**config.mk**
```make
export PLATFORM = sky130hd
export DESIGN_NAME = accel_step_detector_flat
export DESIGN_NICKNAME = d
export VERILOG_FILES = /design/src/design/asd_pkg.sv /design/src/design/asd_if.sv /design/src/design/accel_step_detector.sv /design/src/flat_wrapper.sv
export SDC_FILE = /design/constraint.sdc
export NUM_CORES = 1
export LEC_CHECK = 0
export BUFFER_PORTS_ARGS = -buffer_cell sky130_fd_sc_hd__buf_2
export CORE_MARGIN = 2
export CORE_UTILIZATION = 67
export DETAILED_ROUTE_END_ITERATION = 6
export GPL_TIMING_DRIVEN = 0
export PLACE_DENSITY = 0.86
export SYNTH_ARGS = -nofsm -noshare
export SYNTH_HDL_FRONTEND = slang
export SYNTH_SLANG_ARGS = --single-unit
```
**constraint.sdc**
```tcl
create_clock -name clk -period 9.35 [get_ports clk]
set_clock_uncertainty 0.05 [all_clocks]
set_input_delay 2.3375 -clock clk [delete_from_list [all_inputs] [get_ports clk]]
set_output_delay 2.3375 -clock clk [all_outputs]
set_load 0.03 [all_outputs]
```
**src/design/asd_pkg.sv**
```systemverilog
package asd_pkg;

  // axis sample width and derived widths
  localparam int AXIS_BITS   = 10;
  localparam int SUM_BITS    = 2 * AXIS_BITS + 2;
  localparam int ROOT_BITS   = AXIS_BITS + 1;
  localparam int REM_BITS    = ROOT_BITS + 2;
  localparam int MAG_BITS    = 11;
  localparam int HI_BITS     = MAG_BITS + 2;
  localparam int W_BITS      = 10;
  localparam int SETTLE_BITS = 8;
  localparam int MARGIN_BITS = 10;
  localparam int STEP_BITS   = 32;
  localparam int CNT_BITS    = $clog2(ROOT_BITS + 1);

  localparam int CFG_IDX_BITS  = 2;
  localparam int CFG_DATA_BITS = 10;

  localparam logic [MAG_BITS-1:0]    MAG_MAX        = 11'd2047;
  localparam logic [MAG_BITS-1:0]    PEAK_LOW_RESET = 11'd1024;
  localparam logic [W_BITS-1:0]      WEIGHT_RESET   = 10'd128;
  localparam logic [SETTLE_BITS-1:0] SETTLE_RESET   = 8'd5;
  localparam logic [SETTLE_BITS-1:0] SETTLE_SAT     = 8'd255;
  localparam logic [MARGIN_BITS-1:0] MARGIN_RESET   = 10'd25;

  // register indexes
  localparam logic [CFG_IDX_BITS-1:0] REG_WEIGHT = 2'd0;
  localparam logic [CFG_IDX_BITS-1:0] REG_SETTLE = 2'd1;
  localparam logic [CFG_IDX_BITS-1:0] REG_MARGIN = 2'd2;

  typedef enum logic [1:0] {
    PH_MAX  = 2'd0,
    PH_FALL = 2'd1,
    PH_MIN  = 2'd2,
    PH_RISE = 2'd3
  } phase_t;

endpackage

```
**src/design/asd_if.sv**
```systemverilog
interface asd_sample_if;
  logic                          valid;
  logic                          ready;
  logic [asd_pkg::AXIS_BITS-1:0] accel_x;
  logic [asd_pkg::AXIS_BITS-1:0] accel_y;
  logic [asd_pkg::AXIS_BITS-1:0] accel_z;

  modport source (output valid, output accel_x, output accel_y, output accel_z, input ready);
  modport sink   (input valid, input accel_x, input accel_y, input accel_z, output ready);
endinterface

interface asd_result_if;
  logic                          valid;
  logic                          ready;
  logic [asd_pkg::MAG_BITS-1:0]  magnitude;
  logic [asd_pkg::MAG_BITS-1:0]  average;
  logic [asd_pkg::STEP_BITS-1:0] step_total;
  logic                          step_seen;
  logic [1:0]                    detector_phase;

  modport source (output valid, output magnitude, output average, output step_total,
                  output step_seen, output detector_phase, input ready);
  modport sink   (input valid, input magnitude, input average, input step_total,
                  input step_seen, input detector_phase, output ready);
endinterface

interface asd_cfg_if;
  logic                              valid;
  logic                              ready;
  logic [asd_pkg::CFG_IDX_BITS-1:0]  index;
  logic [asd_pkg::CFG_DATA_BITS-1:0] data;

  modport source (output valid, output index, output data, input ready);
  modport sink   (input valid, input index, input data, output ready);
endinterface

```
**src/design/accel_step_detector.sv**
```systemverilog
// Step detector for a three-axis accelerometer. Each sample item yields exactly one
// result item: the floor square root of x*x + y*y + z*z (saturated at 2047), the
// exponential average of that magnitude after the sample, the running step total,
// a flag for a completed crossing and the detector phase. Work is bit-serial: the
// sum of squares takes one multiplier bit per cycle, the square root one root bit
// per cycle, the average blend one weight bit per cycle (skipped for the first
// sample after reset, which only seeds the average), then the detector update and
// the return to idle; the update waits while a stalled result holds the result
// register. One item is worked on at a time; the result register lets the next
// sample in while the last result still waits. Configuration writes are always
// ready; write them only while no item is in flight.
module accel_step_detector (
  input  logic         clk,
  input  logic         rst,
  asd_sample_if.sink   samples,
  asd_result_if.source results,
  asd_cfg_if.sink      cfg
);
  import asd_pkg::*;

  typedef enum logic [4:0] {
    S_IDLE   = 5'b00001,
    S_SQR    = 5'b00010,
    S_ROOT   = 5'b00100,
    S_BLEND  = 5'b01000,
    S_UPDATE = 5'b10000
  } fsm_t;

  localparam int RW = (ROOT_BITS > MAG_BITS) ? ROOT_BITS : MAG_BITS;

  fsm_t state;
  logic [CNT_BITS-1:0] cnt;

  // configuration registers
  logic [W_BITS-1:0]      smoothing_weight;
  logic [SETTLE_BITS-1:0] settle_samples;
  logic [MARGIN_BITS-1:0] crossing_margin;

  // detector state
  logic                   seeded;
  logic [MAG_BITS-1:0]    avg_value;
  logic [MAG_BITS-1:0]    peak_high;
  logic [MAG_BITS-1:0]    peak_low;
  logic [SETTLE_BITS-1:0] settle_count;
  phase_t                 phase;
  logic [STEP_BITS-1:0]   step_counter;

  // serial datapath
  logic [SUM_BITS-1:0]  xm, ym, zm;   // multiplicands, shifted left
  logic [AXIS_BITS-1:0] xs, ys, zs;   // multiplier bits, shifted right
  logic [SUM_BITS-1:0]  sum;
  logic [REM_BITS-1:0]  rem;
  logic [ROOT_BITS-1:0] root;
  logic [W_BITS-1:0]    wb, wcb;
  logic [HI_BITS-1:0]   hi;

  // result register
  logic                 out_valid;
  logic [MAG_BITS-1:0]  o_mag, o_avg;
  logic [STEP_BITS-1:0] o_total;
  logic                 o_seen;
  phase_t               o_phase;

  logic in_acc;
  assign samples.ready = (state == S_IDLE);
  assign in_acc        = samples.valid && samples.ready;
  assign cfg.ready     = 1'b1;

  assign results.valid          = out_valid;
  assign results.magnitude      = o_mag;
  assign results.average        = o_avg;
  assign results.step_total     = o_total;
  assign results.step_seen      = o_seen;
  assign results.detector_phase = o_phase;

  // one partial product row per cycle
  logic [SUM_BITS-1:0] sqr_add;
  assign sqr_add = (xs[0] ? xm : '0) + (ys[0] ? ym : '0) + (zs[0] ? zm : '0);

  // restoring square root, one root bit per cycle
  logic [REM_BITS-1:0] rem_sh, trial;
  logic                root_ge;
  assign rem_sh  = {rem[REM_BITS-3:0], sum[SUM_BITS-1 -: 2]};
  assign trial   = {root, 2'b01};
  assign root_ge = (rem_sh >= trial);

  // magnitude, saturated to eleven bits
  logic [RW-1:0]       root_ext;
  logic [MAG_BITS-1:0] mag;
  assign root_ext = RW'(root);
  assign mag      = (root_ext > RW'(MAG_MAX)) ? MAG_MAX : root_ext[MAG_BITS-1:0];

  // lsb-first blend: hi tracks floor(partial product / 2^i)
  logic [HI_BITS-1:0] hi_sum;
  assign hi_sum = hi + (wb[0] ? HI_BITS'(mag) : '0) + (wcb[0] ? HI_BITS'(avg_value) : '0);

  // detector update
  logic [MAG_BITS-1:0]    avg_n;
  logic [MAG_BITS:0]      mag_plus, avg_plus;
  logic [SETTLE_BITS-1:0] settle_inc;
  logic                   settled;
  logic [MAG_BITS-1:0]    peak_high_n, peak_low_n;
  logic [SETTLE_BITS-1:0] settle_n;
  phase_t                 phase_n;
  logic                   seen_n;
  logic                   upd_fire;

  assign avg_n      = seeded ? hi[MAG_BITS-1:0] : mag;
  // mag < avg - margin rewritten without a signed difference
  assign mag_plus   = {1'b0, mag} + (MAG_BITS+1)'(crossing_margin);
  assign avg_plus   = {1'b0, avg_n} + (MAG_BITS+1)'(crossing_margin);
  assign settle_inc = (settle_count == SETTLE_SAT) ? SETTLE_SAT : settle_count + 1'b1;
  assign settled    = (settle_inc >= settle_samples);
  assign upd_fire   = (state == S_UPDATE) && (!out_valid || results.ready);

  always_comb begin
    peak_high_n = peak_high;
    peak_low_n  = peak_low;
    settle_n    = settle_count;
    phase_n     = phase;
    seen_n      = 1'b0;
    if (seeded) begin
      case (phase)
        PH_MAX: begin
          if (mag > peak_high) begin
            peak_high_n = mag;
            settle_n    = '0;
          end else begin
            settle_n = settle_inc;
            if (settled) phase_n = PH_FALL;
          end
        end
        PH_FALL: begin
          if (mag > peak_high) begin
            peak_high_n = mag;
            settle_n    = '0;
            phase_n     = PH_MAX;
          end else if (mag_plus < {1'b0, avg_n}) begin
            seen_n     = 1'b1;
            peak_low_n = PEAK_LOW_RESET;
            settle_n   = '0;
            phase_n    = PH_MIN;
          end
        end
        PH_MIN: begin
          if (mag < peak_low) begin
            peak_low_n = mag;
            settle_n   = '0;
          end else begin
            settle_n = settle_inc;
            if (settled) phase_n = PH_RISE;
          end
        end
        PH_RISE: begin
          if (mag < peak_low) begin
            peak_low_n = mag;
            settle_n   = '0;
            phase_n    = PH_MIN;
          end else if ({1'b0, mag} > avg_plus) begin
            seen_n      = 1'b1;
            peak_high_n = '0;
            settle_n    = '0;
            phase_n     = PH_MAX;
          end
        end
        default: phase_n = PH_MAX;
      endcase
    end
  end

  // sequencer and control state
  always_ff @(posedge clk) begin
    if (rst) begin
      state            <= S_IDLE;
      cnt              <= '0;
      out_valid        <= 1'b0;
      smoothing_weight <= WEIGHT_RESET;
      settle_samples   <= SETTLE_RESET;
      crossing_margin  <= MARGIN_RESET;
      seeded           <= 1'b0;
      avg_value        <= '0;
      peak_high        <= '0;
      peak_low         <= PEAK_LOW_RESET;
      settle_count     <= '0;
      phase            <= PH_MAX;
      step_counter     <= '0;
    end else begin
      if (cfg.valid) begin
        case (cfg.index)
          REG_WEIGHT: smoothing_weight <= cfg.data[W_BITS-1:0];
          REG_SETTLE: settle_samples   <= cfg.data[SETTLE_BITS-1:0];
          REG_MARGIN: crossing_margin  <= cfg.data[MARGIN_BITS-1:0];
          default: ;
        endcase
      end

      if (out_valid && results.ready && !upd_fire) out_valid <= 1'b0;

      case (state)
        S_IDLE: begin
          if (in_acc) begin
            state <= S_SQR;
            cnt   <= '0;
          end
        end
        S_SQR: begin
          if (cnt == CNT_BITS'(AXIS_BITS - 1)) begin
            state <= S_ROOT;
            cnt   <= '0;
          end else begin
            cnt <= cnt + 1'b1;
          end
        end
        S_ROOT: begin
          if (cnt == CNT_BITS'(ROOT_BITS - 1)) begin
            state <= seeded ? S_BLEND : S_UPDATE;
            cnt   <= '0;
          end else begin
            cnt <= cnt + 1'b1;
          end
        end
        S_BLEND: begin
          if (cnt == CNT_BITS'(W_BITS - 1)) begin
            state <= S_UPDATE;
            cnt   <= '0;
          end else begin
            cnt <= cnt + 1'b1;
          end
        end
        S_UPDATE: begin
          if (upd_fire) begin
            state        <= S_IDLE;
            out_valid    <= 1'b1;
            seeded       <= 1'b1;
            avg_value    <= avg_n;
            peak_high    <= peak_high_n;
            peak_low     <= peak_low_n;
            settle_count <= settle_n;
            phase        <= phase_n;
            if (seen_n) step_counter <= step_counter + 1'b1;
          end
        end
        default: state <= S_IDLE;
      endcase
    end
  end

  // serial datapath, no reset needed
  always_ff @(posedge clk) begin
    case (state)
      S_IDLE: begin
        if (in_acc) begin
          xm   <= SUM_BITS'(samples.accel_x);
          ym   <= SUM_BITS'(samples.accel_y);
          zm   <= SUM_BITS'(samples.accel_z);
          xs   <= samples.accel_x;
          ys   <= samples.accel_y;
          zs   <= samples.accel_z;
          sum  <= '0;
          rem  <= '0;
          root <= '0;
          hi   <= '0;
          wb   <= smoothing_weight;
          wcb  <= ~smoothing_weight;   // 1023 - weight
        end
      end
      S_SQR: begin
        sum <= sum + sqr_add;
        xm  <= {xm[SUM_BITS-2:0], 1'b0};
        ym  <= {ym[SUM_BITS-2:0], 1'b0};
        zm  <= {zm[SUM_BITS-2:0], 1'b0};
        xs  <= {1'b0, xs[AXIS_BITS-1:1]};
        ys  <= {1'b0, ys[AXIS_BITS-1:1]};
        zs  <= {1'b0, zs[AXIS_BITS-1:1]};
      end
      S_ROOT: begin
        sum  <= {sum[SUM_BITS-3:0], 2'b00};
        rem  <= root_ge ? (rem_sh - trial) : rem_sh;
        root <= {root[ROOT_BITS-2:0], root_ge};
      end
      S_BLEND: begin
        hi  <= {1'b0, hi_sum[HI_BITS-1:1]};
        wb  <= {1'b0, wb[W_BITS-1:1]};
        wcb <= {1'b0, wcb[W_BITS-1:1]};
      end
      S_UPDATE: begin
        if (upd_fire) begin
          o_mag   <= mag;
          o_avg   <= avg_n;
          o_total <= seen_n ? step_counter + 1'b1 : step_counter;
          o_seen  <= seen_n;
          o_phase <= phase_n;
        end
      end
      default: ;
    endcase
  end

endmodule

```
**src/flat_wrapper.sv**
```systemverilog
// flat-port wrapper written by rule: the top's interface ports become plain ports
module accel_step_detector_flat import asd_pkg::*;
  (clk, rst, samples_valid, samples_accel_x, samples_accel_y, samples_accel_z, samples_ready, results_valid, results_magnitude, results_average, results_step_total, results_step_seen, results_detector_phase, results_ready, cfg_valid, cfg_index, cfg_data, cfg_ready);
  asd_sample_if samples_i ();
  asd_result_if results_i ();
  asd_cfg_if cfg_i ();
  input  logic clk;
  input  logic rst;
  input wire logic [$bits(samples_i.valid)-1:0] samples_valid;
  input wire logic [$bits(samples_i.accel_x)-1:0] samples_accel_x;
  input wire logic [$bits(samples_i.accel_y)-1:0] samples_accel_y;
  input wire logic [$bits(samples_i.accel_z)-1:0] samples_accel_z;
  output wire logic [$bits(samples_i.ready)-1:0] samples_ready;
  output wire logic [$bits(results_i.valid)-1:0] results_valid;
  output wire logic [$bits(results_i.magnitude)-1:0] results_magnitude;
  output wire logic [$bits(results_i.average)-1:0] results_average;
  output wire logic [$bits(results_i.step_total)-1:0] results_step_total;
  output wire logic [$bits(results_i.step_seen)-1:0] results_step_seen;
  output wire logic [$bits(results_i.detector_phase)-1:0] results_detector_phase;
  input wire logic [$bits(results_i.ready)-1:0] results_ready;
  input wire logic [$bits(cfg_i.valid)-1:0] cfg_valid;
  input wire logic [$bits(cfg_i.index)-1:0] cfg_index;
  input wire logic [$bits(cfg_i.data)-1:0] cfg_data;
  output wire logic [$bits(cfg_i.ready)-1:0] cfg_ready;
  assign samples_i.valid = samples_valid;
  assign samples_i.accel_x = samples_accel_x;
  assign samples_i.accel_y = samples_accel_y;
  assign samples_i.accel_z = samples_accel_z;
  assign samples_ready = samples_i.ready;
  assign results_valid = results_i.valid;
  assign results_magnitude = results_i.magnitude;
  assign results_average = results_i.average;
  assign results_step_total = results_i.step_total;
  assign results_step_seen = results_i.step_seen;
  assign results_detector_phase = results_i.detector_phase;
  assign results_i.ready = results_ready;
  assign cfg_i.valid = cfg_valid;
  assign cfg_i.index = cfg_index;
  assign cfg_i.data = cfg_data;
  assign cfg_ready = cfg_i.ready;
  accel_step_detector u_core (.clk(clk), .rst(rst), .samples(samples_i), .results(results_i), .cfg(cfg_i));
endmodule
```
Word-level counts from Yosys, hierarchy flattened
Index checks and enable logic that the tools add are counted.

Equal/unequal tests: 26. Bitwise gates (word level): 1. $lt $le $gt $ge: 7. Muxes and demuxes: 78. Add/subtract/negate cells: 11. Reduce and logical (&&, ||, !) cells: 32.

Operators with widths (number): 22-bit two-way mux (7); 11-bit two-way mux (12); 22-bit case mux with 2 select lines (3); 10-bit case mux with 2 select lines (5); 11-bit case mux with 2 select lines (4); 22-bit adder (3); 22-bit case mux with 3 select lines (1); 8-bit two-way mux (7); 10-bit two-way mux (5); 32-bit by 1-bit adder with 32-bit output, second input constant (1); 32-bit two-way mux (1); 8-bit case mux with 4 select lines (1); 5-bit two-way mux (6); 13-bit adder (2); 13-bit case mux with 2 select lines (1); 5-bit case mux with 5 select lines (1); 11-bit by 10-bit adder with 12-bit output (2); 2-bit two-way mux (9); 2-bit AND reduction (9); 2-bit by 1-bit != test with 1-bit output, second input constant (8); 7-bit AND reduction (2); 13-bit >= comparator (1); 13-bit two-way mux (1); 11-bit by 12-bit > comparator with 1-bit output (1); other kinds (33) (62).

Register bits after elaboration: 344. Input port bits: 47.

Logic depth before layout (Yosys ltp)
Gate-level depths: netlist of the first run.

Depth in word-level cells: 10. Depth in mapped cells: 23. Depth with buffers taken out: 20.

Worst setup path after synthesis of the first run
No wires, ideal clock.

Path kind: input-to-reg. From: input results_ready. To: register u_core.o_avg[0] (netlist: u_core.results.average[0]) (enable). Stages: 4. Path buffers: 2. Setup time: 0.444 ns. Slack: 4.285 ns. Data required time: 8.856 ns. Arrival: 4.571 ns. Cells stage by stage: nor2b_1 > nor2_1 > clkbuf_1 > clkbuf_1.

Word-level cells in the longest chain between the ends: 3.

Ends and longest elaborated chain: start: declaration (RTL line flat_wrapper.sv:20) `input wire logic [$bits(results_i.ready)-1:0] results_ready;`; 1-bit logical OR (RTL line accel_step_detector.sv:114) `assign upd_fire = (state == S_UPDATE) && (!out_valid || results.ready);`; 1-bit logical AND (RTL line accel_step_detector.sv:114); 2-bit AND reduction (no source line); end signal: assignment (RTL line accel_step_detector.sv:289) `o_avg <= avg_n;`; end: declaration (RTL line accel_step_detector.sv:59) `logic [MAG_BITS-1:0] o_mag, o_avg;`.

Every way passes these cells. A chain may end at the register's enable or synchronous reset.

Final worst setup path of the first run
From: register u_core.seeded. To: register u_core.o_total[20] (netlist: u_core.results.step_total[20]) (data pin).

Word-level cells in the longest chain between the ends: 8.

Ends and longest elaborated chain: start: declaration (RTL line accel_step_detector.sv:40) `logic seeded;`; start signal: assignment (RTL line accel_step_detector.sv:180) `seeded <= 1'b0;`; start signal: assignment (RTL line accel_step_detector.sv:234) `seeded <= 1'b1;`; 11-bit two-way mux (*) (RTL line accel_step_detector.sv:108) `assign avg_n = seeded ? hi[MAG_BITS-1:0] : mag;`; named net u_core.avg_n[1] (RTL line accel_step_detector.sv:98) `logic [MAG_BITS-1:0] avg_n;`; 11-bit by 10-bit adder with 12-bit output (RTL line accel_step_detector.sv:111) `assign avg_plus = {1'b0, avg_n} + (MAG_BITS+1)'(crossing_margin);`; 11-bit by 12-bit > comparator with 1-bit output (RTL line accel_step_detector.sv:159) `end else if ({1'b0, mag} > avg_plus) begin`; 1-bit two-way mux (RTL line accel_step_detector.sv:159); 1-bit two-way mux (RTL line accel_step_detector.sv:155) `if (mag < peak_low) begin`; 1-bit case mux with 2 select lines (*) (RTL line accel_step_detector.sv:123) `case (phase)`; 1-bit two-way mux (*) (RTL line accel_step_detector.sv:122) `if (seeded) begin`; 32-bit two-way mux (*); end signal: assignment (RTL line accel_step_detector.sv:290) `o_total <= seen_n ? step_counter + 1'b1 : step_counter;`; end: declaration (RTL line accel_step_detector.sv:60) `logic [STEP_BITS-1:0] o_total;`.

Mark *: on every way through the listed nets, which the timed path passes. The rest lies on a longest branch.

==> results by group, run 1 <==
Status
  • Status: completed

Clocking
  • CTS tree: done
  • Clock sinks: 343
  • H-tree depth: 2
  • Clk root buf: clkbuf_16
  • Clock Path Buffers: 3
  • Cts bufs inserted: 37
  • Clock transition at path regs: 0.06 ns
  • Hold buffers post-CTS: 0
  • Post-CTS Repair Setup Buffers: 0
  • Clock insertion delay at the later pin of the skew report: 0.54 ns
  • Post-CTS resize count: 0

Critical path
  • Critical Path Start Type: register
  • Crit Path Max Fanout: 10
  • CP arrival: 5.93 ns
  • Critical path endpoint category: register
  • Worst-case reg-to-reg path depth: 21
  • Worst endpoint required time: 9.57 ns
  • WS Path Type: register to register

Logic synthesis
  • Async S/R FF share, synth: 0
  • Distinct cells, synth: 80
  • Yosys synthesis warning count: 0
  • Syn Inst Count: 2,079
  • Register area share after synthesis: 0.449
  • Synth Cell Area: 20,400 um^2
  • Synth Area per Inst: 9.81 um^2
  • Main synth FF type: edfxtp_1
  • Top post-synthesis cells by area: edfxtp_1 34%, dfxtp_1 11%, ha_1 7.2%
  • Post-synth top cells: 351 x nand2_1, 229 x edfxtp_1, 150 x inv_1, 134 x nor2_1, 123 x a21oi_1
  • Cell taking the most area after synthesis: edfxtp_1
  • Syn nets: 2,299
  • Top cell type's share of synthesized area: 0.337
  • Seq cells post-synth: 343
  • Most frequent cell after synthesis: nand2_1
  • EDFF count, synth: 229

Floorplanning
  • Core area: 29,800 um^2
  • Initial Util: 0.685
  • Die Y: 178 um
  • Rows: 63
  • Top-level I/O count: 107
  • DIE AREA: 31,900 um^2
  • Die Wd: 178 um

Routing
  • Vias: 16.1k
  • Vias per inst: 6.09
  • Wirelength per Cell: 18.8 um
  • First DRT Iteration DRCs: 1,589
  • Routed Antenna Nets: 0
  • Detailed-route DRC error count: 0
  • DRT Pass-1 Iters: 6
  • WL final: 49,600 um

GRT
  • Tot GR Track Use: 0.316
  • Number of global-route vias before repair: 16.4k
  • Largest net degree at the start of global routing: 67
  • Initial antenna violation count: 1
  • First-pass GRT wire length: 80,100 um
  • Gr ovfl total: 0

Placed design
  • Final GP Congestion: 0.904
  • Number of buffers added on ports: 105
  • Hpwl dp: 35,600 um

Power
  • Peak supply drop: 0.000189 V
  • Clk pwr share: 0.336
  • Power Density: 195 nW/um^2
  • Comb power frac: 0.255
  • P_leak: 9.37 nW
  • Net Switching: 0.00135 W
  • Switching share of total power: 0.305
  • Flop pwr share: 0.409
  • Internal Power: 0.00307 W

STA
  • Clock period minus worst slack: 5.72 ns
  • RSZ-0062 raised after global routing: false
  • Hold Slack: 0.427 ns
  • Achievable Freq: 175 MHz
  • Final period util: 0.612
  • Final hold vios: 0
  • Fin. max-slew vios: 0
  • Worst slew margin: 0.116
  • Worst slew pin tran: 1.32 ns
  • Final Setup Violations: 0
  • Setup TNS: 0 ns

Final layout
  • FF/Latch Area: 9160 um^2
  • P&R area growth vs syn: 11.1%
  • Share of layout cells above drive strength 1: 0.106
  • Layout Nets: 2,444
  • Fillers: 2,011
  • Multi-input gate area: 10,200 um^2
  • # diodes: 0

Job
  • Max-Cap Viols: 0

Worst hold path
  • Hold Path Class: register to register
  • Worst Hold Path Cells: 2
## logic make-up after synthesis
| family | share of synthesized area |
|---|---|
| XOR/XNOR | 0.0356 |
| adder cells (fa/ha/maj) | 0.126 |
| buffers and inverters | 0.0498 |
| AND/OR/NAND/NOR | 0.181 |
| flip-flops | 0.449 |
| AO/OA/AOI/OAI | 0.116 |
| multiplexers | 0.0418 |
| other | 0.000184 |
## final cells by class
class	instances	share of cell area
multi-input cells	1483	0.451
flip-flops and latches	343	0.404
clock buffers	53	0.0469
inverters	152	0.0252
repair buffers	106	0.0244
well taps	390	0.0215
plain buffers	101	0.0198
clock inverters	15	0.00668
## metal layers
| layer | GRT usage | vias to the layer above | wire length [um] |
|---|---|---|---|
| li1 | - | 7522 | - |
| met1 | 0.392 | 7728 | 19700 |
| met2 | 0.536 | 686 | 24100 |
| met3 | 0.0503 | 160 | 3460 |
| met4 | 0.164 | 2 | 2400 |
| met5 | 0 | - | 12 |
## registers in the layout, indices dropped and copies added, names as in the netlist, 11 cells and up
name	cells
u_core.rem	11
u_core.sum	22
u_core.results.average	11
u_core.zm	22
u_core.results.magnitude	11
u_core.step_counter	32
u_core.results.step_total	32
u_core.xm	22
u_core.peak_high	11
u_core.avg_value	11
u_core.hi	12
u_core.ym	22
u_core.root	11
u_core.peak_low	11
## power groups by stage
stage	registers [W]	clock network, W	logic, W
6_report	0.00181	0.00148	0.00113
3_5_place_dp	0.00184	0	0.00110
3_3_place_gp	0.00184	0	0.00105
4_1_cts	0.00181	0.00149	0.00112
5_1_grt	0.00182	0.00155	0.00126
2_1_floorplan	0.00182	0	0.000853
## worst paths after layout
kind / from / to / slack [ns]
max: u_core.seeded / u_core.results.step_total[20] / 3.63
min: u_core.peak_low[6] / u_core.peak_low[6] / 0.43
max reg2reg: u_core.seeded / u_core.results.step_total[20] / 3.63
min reg2reg: u_core.peak_low[6] / u_core.peak_low[6] / 0.43
## cells in the final DEF (no fill, tap or decap), types with 28 or more instances in the layout
cell	Yosys	layout
clkbuf_1	68	77
nand3_1	42	42
edfxtp_1	229	229
o21ai_0	63	63
ha_1	118	118
a21oi_1	123	123
and3_1	29	29
xnor2_1	38	38
mux2i_1	47	47
nor2_1	134	134
dfxtp_1	114	114
xor2_1	45	45
nor3_1	28	28
buf_2	13	118
nand2_1	351	350
fa_1	55	55
inv_1	150	150
clkbuf_16	0	39
mux2_2	30	30
nor2b_1	48	48
and2_1	55	55
a21o_1	28	28
a211oi_1	28	28
## through the flow
| stage | util | power (W) | worst slack [ns] | instances | cell area (um^2) |
|---|---|---|---|---|---|
| 6_report | 0.761 | 0.00442 | 3.63 | 2643 | 22700 |
| 5_1_grt | 0.761 | 0.00463 | 3.25 | 2643 | 22700 |
| 4_1_cts | 0.761 | 0.00441 | 3.70 | 2643 | 22700 |
| 3_5_place_dp | 0.720 | 0.00294 | 3.74 | 2575 | 21400 |
| 3_3_place_gp | 0.719 | 0.00289 | 3.20 | 2574 | 21400 |
| 2_1_floorplan | - | 0.00267 | 4.28 | 2079 | 20400 |
## worst max-delay path, stage by stage, from the launching register on
cell and delay [ns]:
dfxtp_1 0.30, buf_2 0.23, buf_1 0.56, mux2i_1 0.58, inv_1 0.17, ha_1 0.33, a211o_1 0.27, o211ai_1 0.16
a21oi_1 0.18, o21ai_0 0.24, nand2b_1 0.08, a21oi_1 0.20, xor2_1 0.20, ha_1 0.27, nand4_1 0.12, nor3_1 0.09
a221oi_1 0.26, o31a_2 0.29, and3_1 0.24, buf_2 0.29, o211ai_1 0.14, xnor2_1 0.20
Power figures use the tool's default switching activity.
==> run 2, diff against run 1 <==
Settings changed: CORE_UTILIZATION 67 to 56, PLACE_DENSITY 0.86 to 0.77.
Clock period 9.35 ns to 5.05 ns, I/O delays scaled along.
==> run 2 against run 1 <==
Against the previous run: clock-buffer cell count shrank 1; utilization is 12 points lower; worst hold slack is essentially flat; final area is 0.92% higher; die area grew 19%; cell count increased by 3.0%; critical path depth fell by 3; global-route usage decreased by 5.9 points; first-iteration DRC count decreased by 18%; critical path type unchanged; largest power group unchanged; highest routed layer is now met4.
==> results by group, run 2 (same netlist as run 1, synthesis figures left out) <==
Status
  • Status: completed

Final layout
  • # diodes: 0
  • Fillers: 2,830
  • Commonest non-fill, non-tap cells in the layout: 350 x nand2_1, 229 x edfxtp_1, 150 x inv_1, 134 x nor2_1, 121 x a21oi_1
  • Layout Nets: 2,451
  • P&R area growth vs syn: 12.1%
  • Design area: 22,900 um^2
  • Final Util: 0.640
  • Share of layout cells above drive strength 1: 0.116
  • Commonest non-fill, non-tap cell in the layout: nand2_1

Critical path
  • Critical path endpoint category: register
  • Worst endpoint required time: 5.29 ns
  • Slowest-stage cell, CP: or4_1
  • CP peak stage delay: 0.51 ns
  • FF-to-FF Start: u_core.root[2]
  • CP arrival: 5.09 ns
  • Crit path from: u_core.root[2]
  • RR Endpoint: u_core.results.step_total[13]
  • Critical Path End: u_core.results.step_total[13]
  • WS Path Type: register to register
  • Worst path cell trace: clkbuf_2 -> ha_1 -> nor2b_1 -> o21ai_0 -> a21boi_0 -> o21ai_0 -> a21oi_1 -> or4_1 -> nand3_1 -> ha_1 -> a21oi_1 -> o211ai_1 -> o31ai_4 -> and3_1 -> buf_2 -> clkbuf_4 -> o211ai_1 -> xnor2_1
  • Critical Path Start Type: register
  • Slack of the worst reg-to-reg path: 0.21 ns
  • Crit Path Max Fanout: 10
  • Worst-case reg-to-reg path depth: 18

GRT
  • Gr ovfl total: 0
  • Initial antenna violation count: 0
  • Number of global-route vias before repair: 15.7k
  • Tot GR Track Use: 0.258
  • Largest net degree at the start of global routing: 67
  • First-pass GRT wire length: 79,300 um

Power
  • Internal Power: 0.00564 W
  • Total Power: 0.00815 W
  • Net Switching: 0.00251 W
  • Comb power frac: 0.259
  • Clk pwr share: 0.330
  • Power Density: 356 nW/um^2
  • Flop pwr share: 0.410
  • Switching share of total power: 0.308
  • Peak supply drop: 0.000434 V
  • P_leak: 9.42 nW

Clocking
  • Clock sinks: 343
  • H-tree depth: 2
  • Clock Path Buffers: 3
  • Hold buffers post-CTS: 0
  • Cts bufs inserted: 37
  • Clock insertion delay at the later pin of the skew report: 0.55 ns
  • Clk root buf: clkbuf_16
  • Clock transition at path regs: 0.07 ns
  • CTS tree: done

Routing
  • Wirelength per Cell: 18.0 um
  • Detailed-route DRC error count: 0
  • DRT Pass-1 Iters: 6
  • Routed Antenna Nets: 0
  • WL final: 49,000 um
  • First DRT Iteration DRCs: 1,302
  • Vias: 15.8k
  • Vias per inst: 5.81

STA
  • Hold Slack: 0.426 ns
  • Worst slew pin tran: 1.34 ns
  • Setup TNS: 0 ns
  • Final Setup Violations: 0
  • Final period util: 0.959
  • Fin. max-slew vios: 0
  • Final hold vios: 0
  • Worst slew margin: 0.103
  • Clock period minus worst slack: 4.84 ns
  • Achievable Freq: 206 MHz

Placed design
  • Final GP Congestion: 0.908
  • Placed cell areas: 21,500 um^2
  • Hpwl dp: 35,500 um
  • Number of buffers added on ports: 105

Floorplanning
  • Initial Util: 0.571
  • Core area: 35,700 um^2
  • DIE AREA: 38,000 um^2
  • Die Y: 195 um
  • Rows: 69
  • Die Wd: 195 um
  • Top-level I/O count: 107

Worst hold path
  • Hold Path Class: register to register

Job
  • Max-Cap Viols: 0
run 2: repair_timing:
| item | 4_1_cts | 5_1_grt |
|---|---|---|
| resized for setup | 10 | 25 |
| buffers inserted | 0 | 7 |
| setup endpoints to repair | 89 | 82 |
| hold endpoints to repair | 0 | 0 |
run 2: how the worst min path moves through the flow:
stage,slack [ns],depth (start not counted),to,from
finish,0.43,2,u_core.peak_low[6],u_core.peak_low[6]
global route,0.44,2,u_core.peak_high[4],u_core.peak_high[4]
global placement,0.40,1,u_core.settle_samples[0],u_core.settle_samples[0]
floorplan,0.39,1,u_core.settle_samples[0],u_core.settle_samples[0]
CTS,0.43,2,u_core.peak_low[6],u_core.peak_low[6]
detailed placement,0.41,1,u_core.settle_samples[0],u_core.settle_samples[0]
run 2: cell type report:
cell class	count	area [um^2]	share of cell area
timing repair buffer	113	606	0.0265
clock inverter	16	131	0.00574
tap	461	577	0.0252
inverter	152	571	0.0249
multi-input combinational	1483	10300	0.450
sequential	343	9160	0.400
buffer	101	477	0.0208
clock buffer	52	1050	0.0461
run 2: per-layer routing:
metal	wire [um]	GRT usage	share of wire
met4	1580	0.0958	0.032
met3	3040	0.0312	0.062
met2	23900	0.446	0.49
met1	20500	0.334	0.42
met5	0	0	0
run 2: worst max-delay path: cells and delay by family (launching register included):
kind                     cells  cell delay, ns
AND/OR/NAND/NOR              4            0.97
flip-flops                   1            0.50
buffers and inverters        3            0.64
XOR/XNOR                     1            0.19
adder cells (fa/ha/maj)      2            0.62
AO/OA/AOI/OAI                8            1.60
run 2: power by group through the flow:
stage	clock network, W	registers, W	logic, W
after floorplan	0	0.00336	0.00158
after global placement	0	0.00341	0.00195
after detailed placement	0	0.00340	0.00204
after CTS	0.00274	0.00334	0.00207
after global routing	0.00283	0.00336	0.00238
final	0.00269	0.00334	0.00211
run 2: through the flow:
step / setup slack [ns] / std cells
6_report: 0.206 / 2721
2_1_floorplan: 0.434 / 2079
3_3_place_gp: -0.528 / 2645
5_1_grt: -0.00555 / 2721
4_1_cts: 0.0247 / 2714
3_5_place_dp: -0.517 / 2646
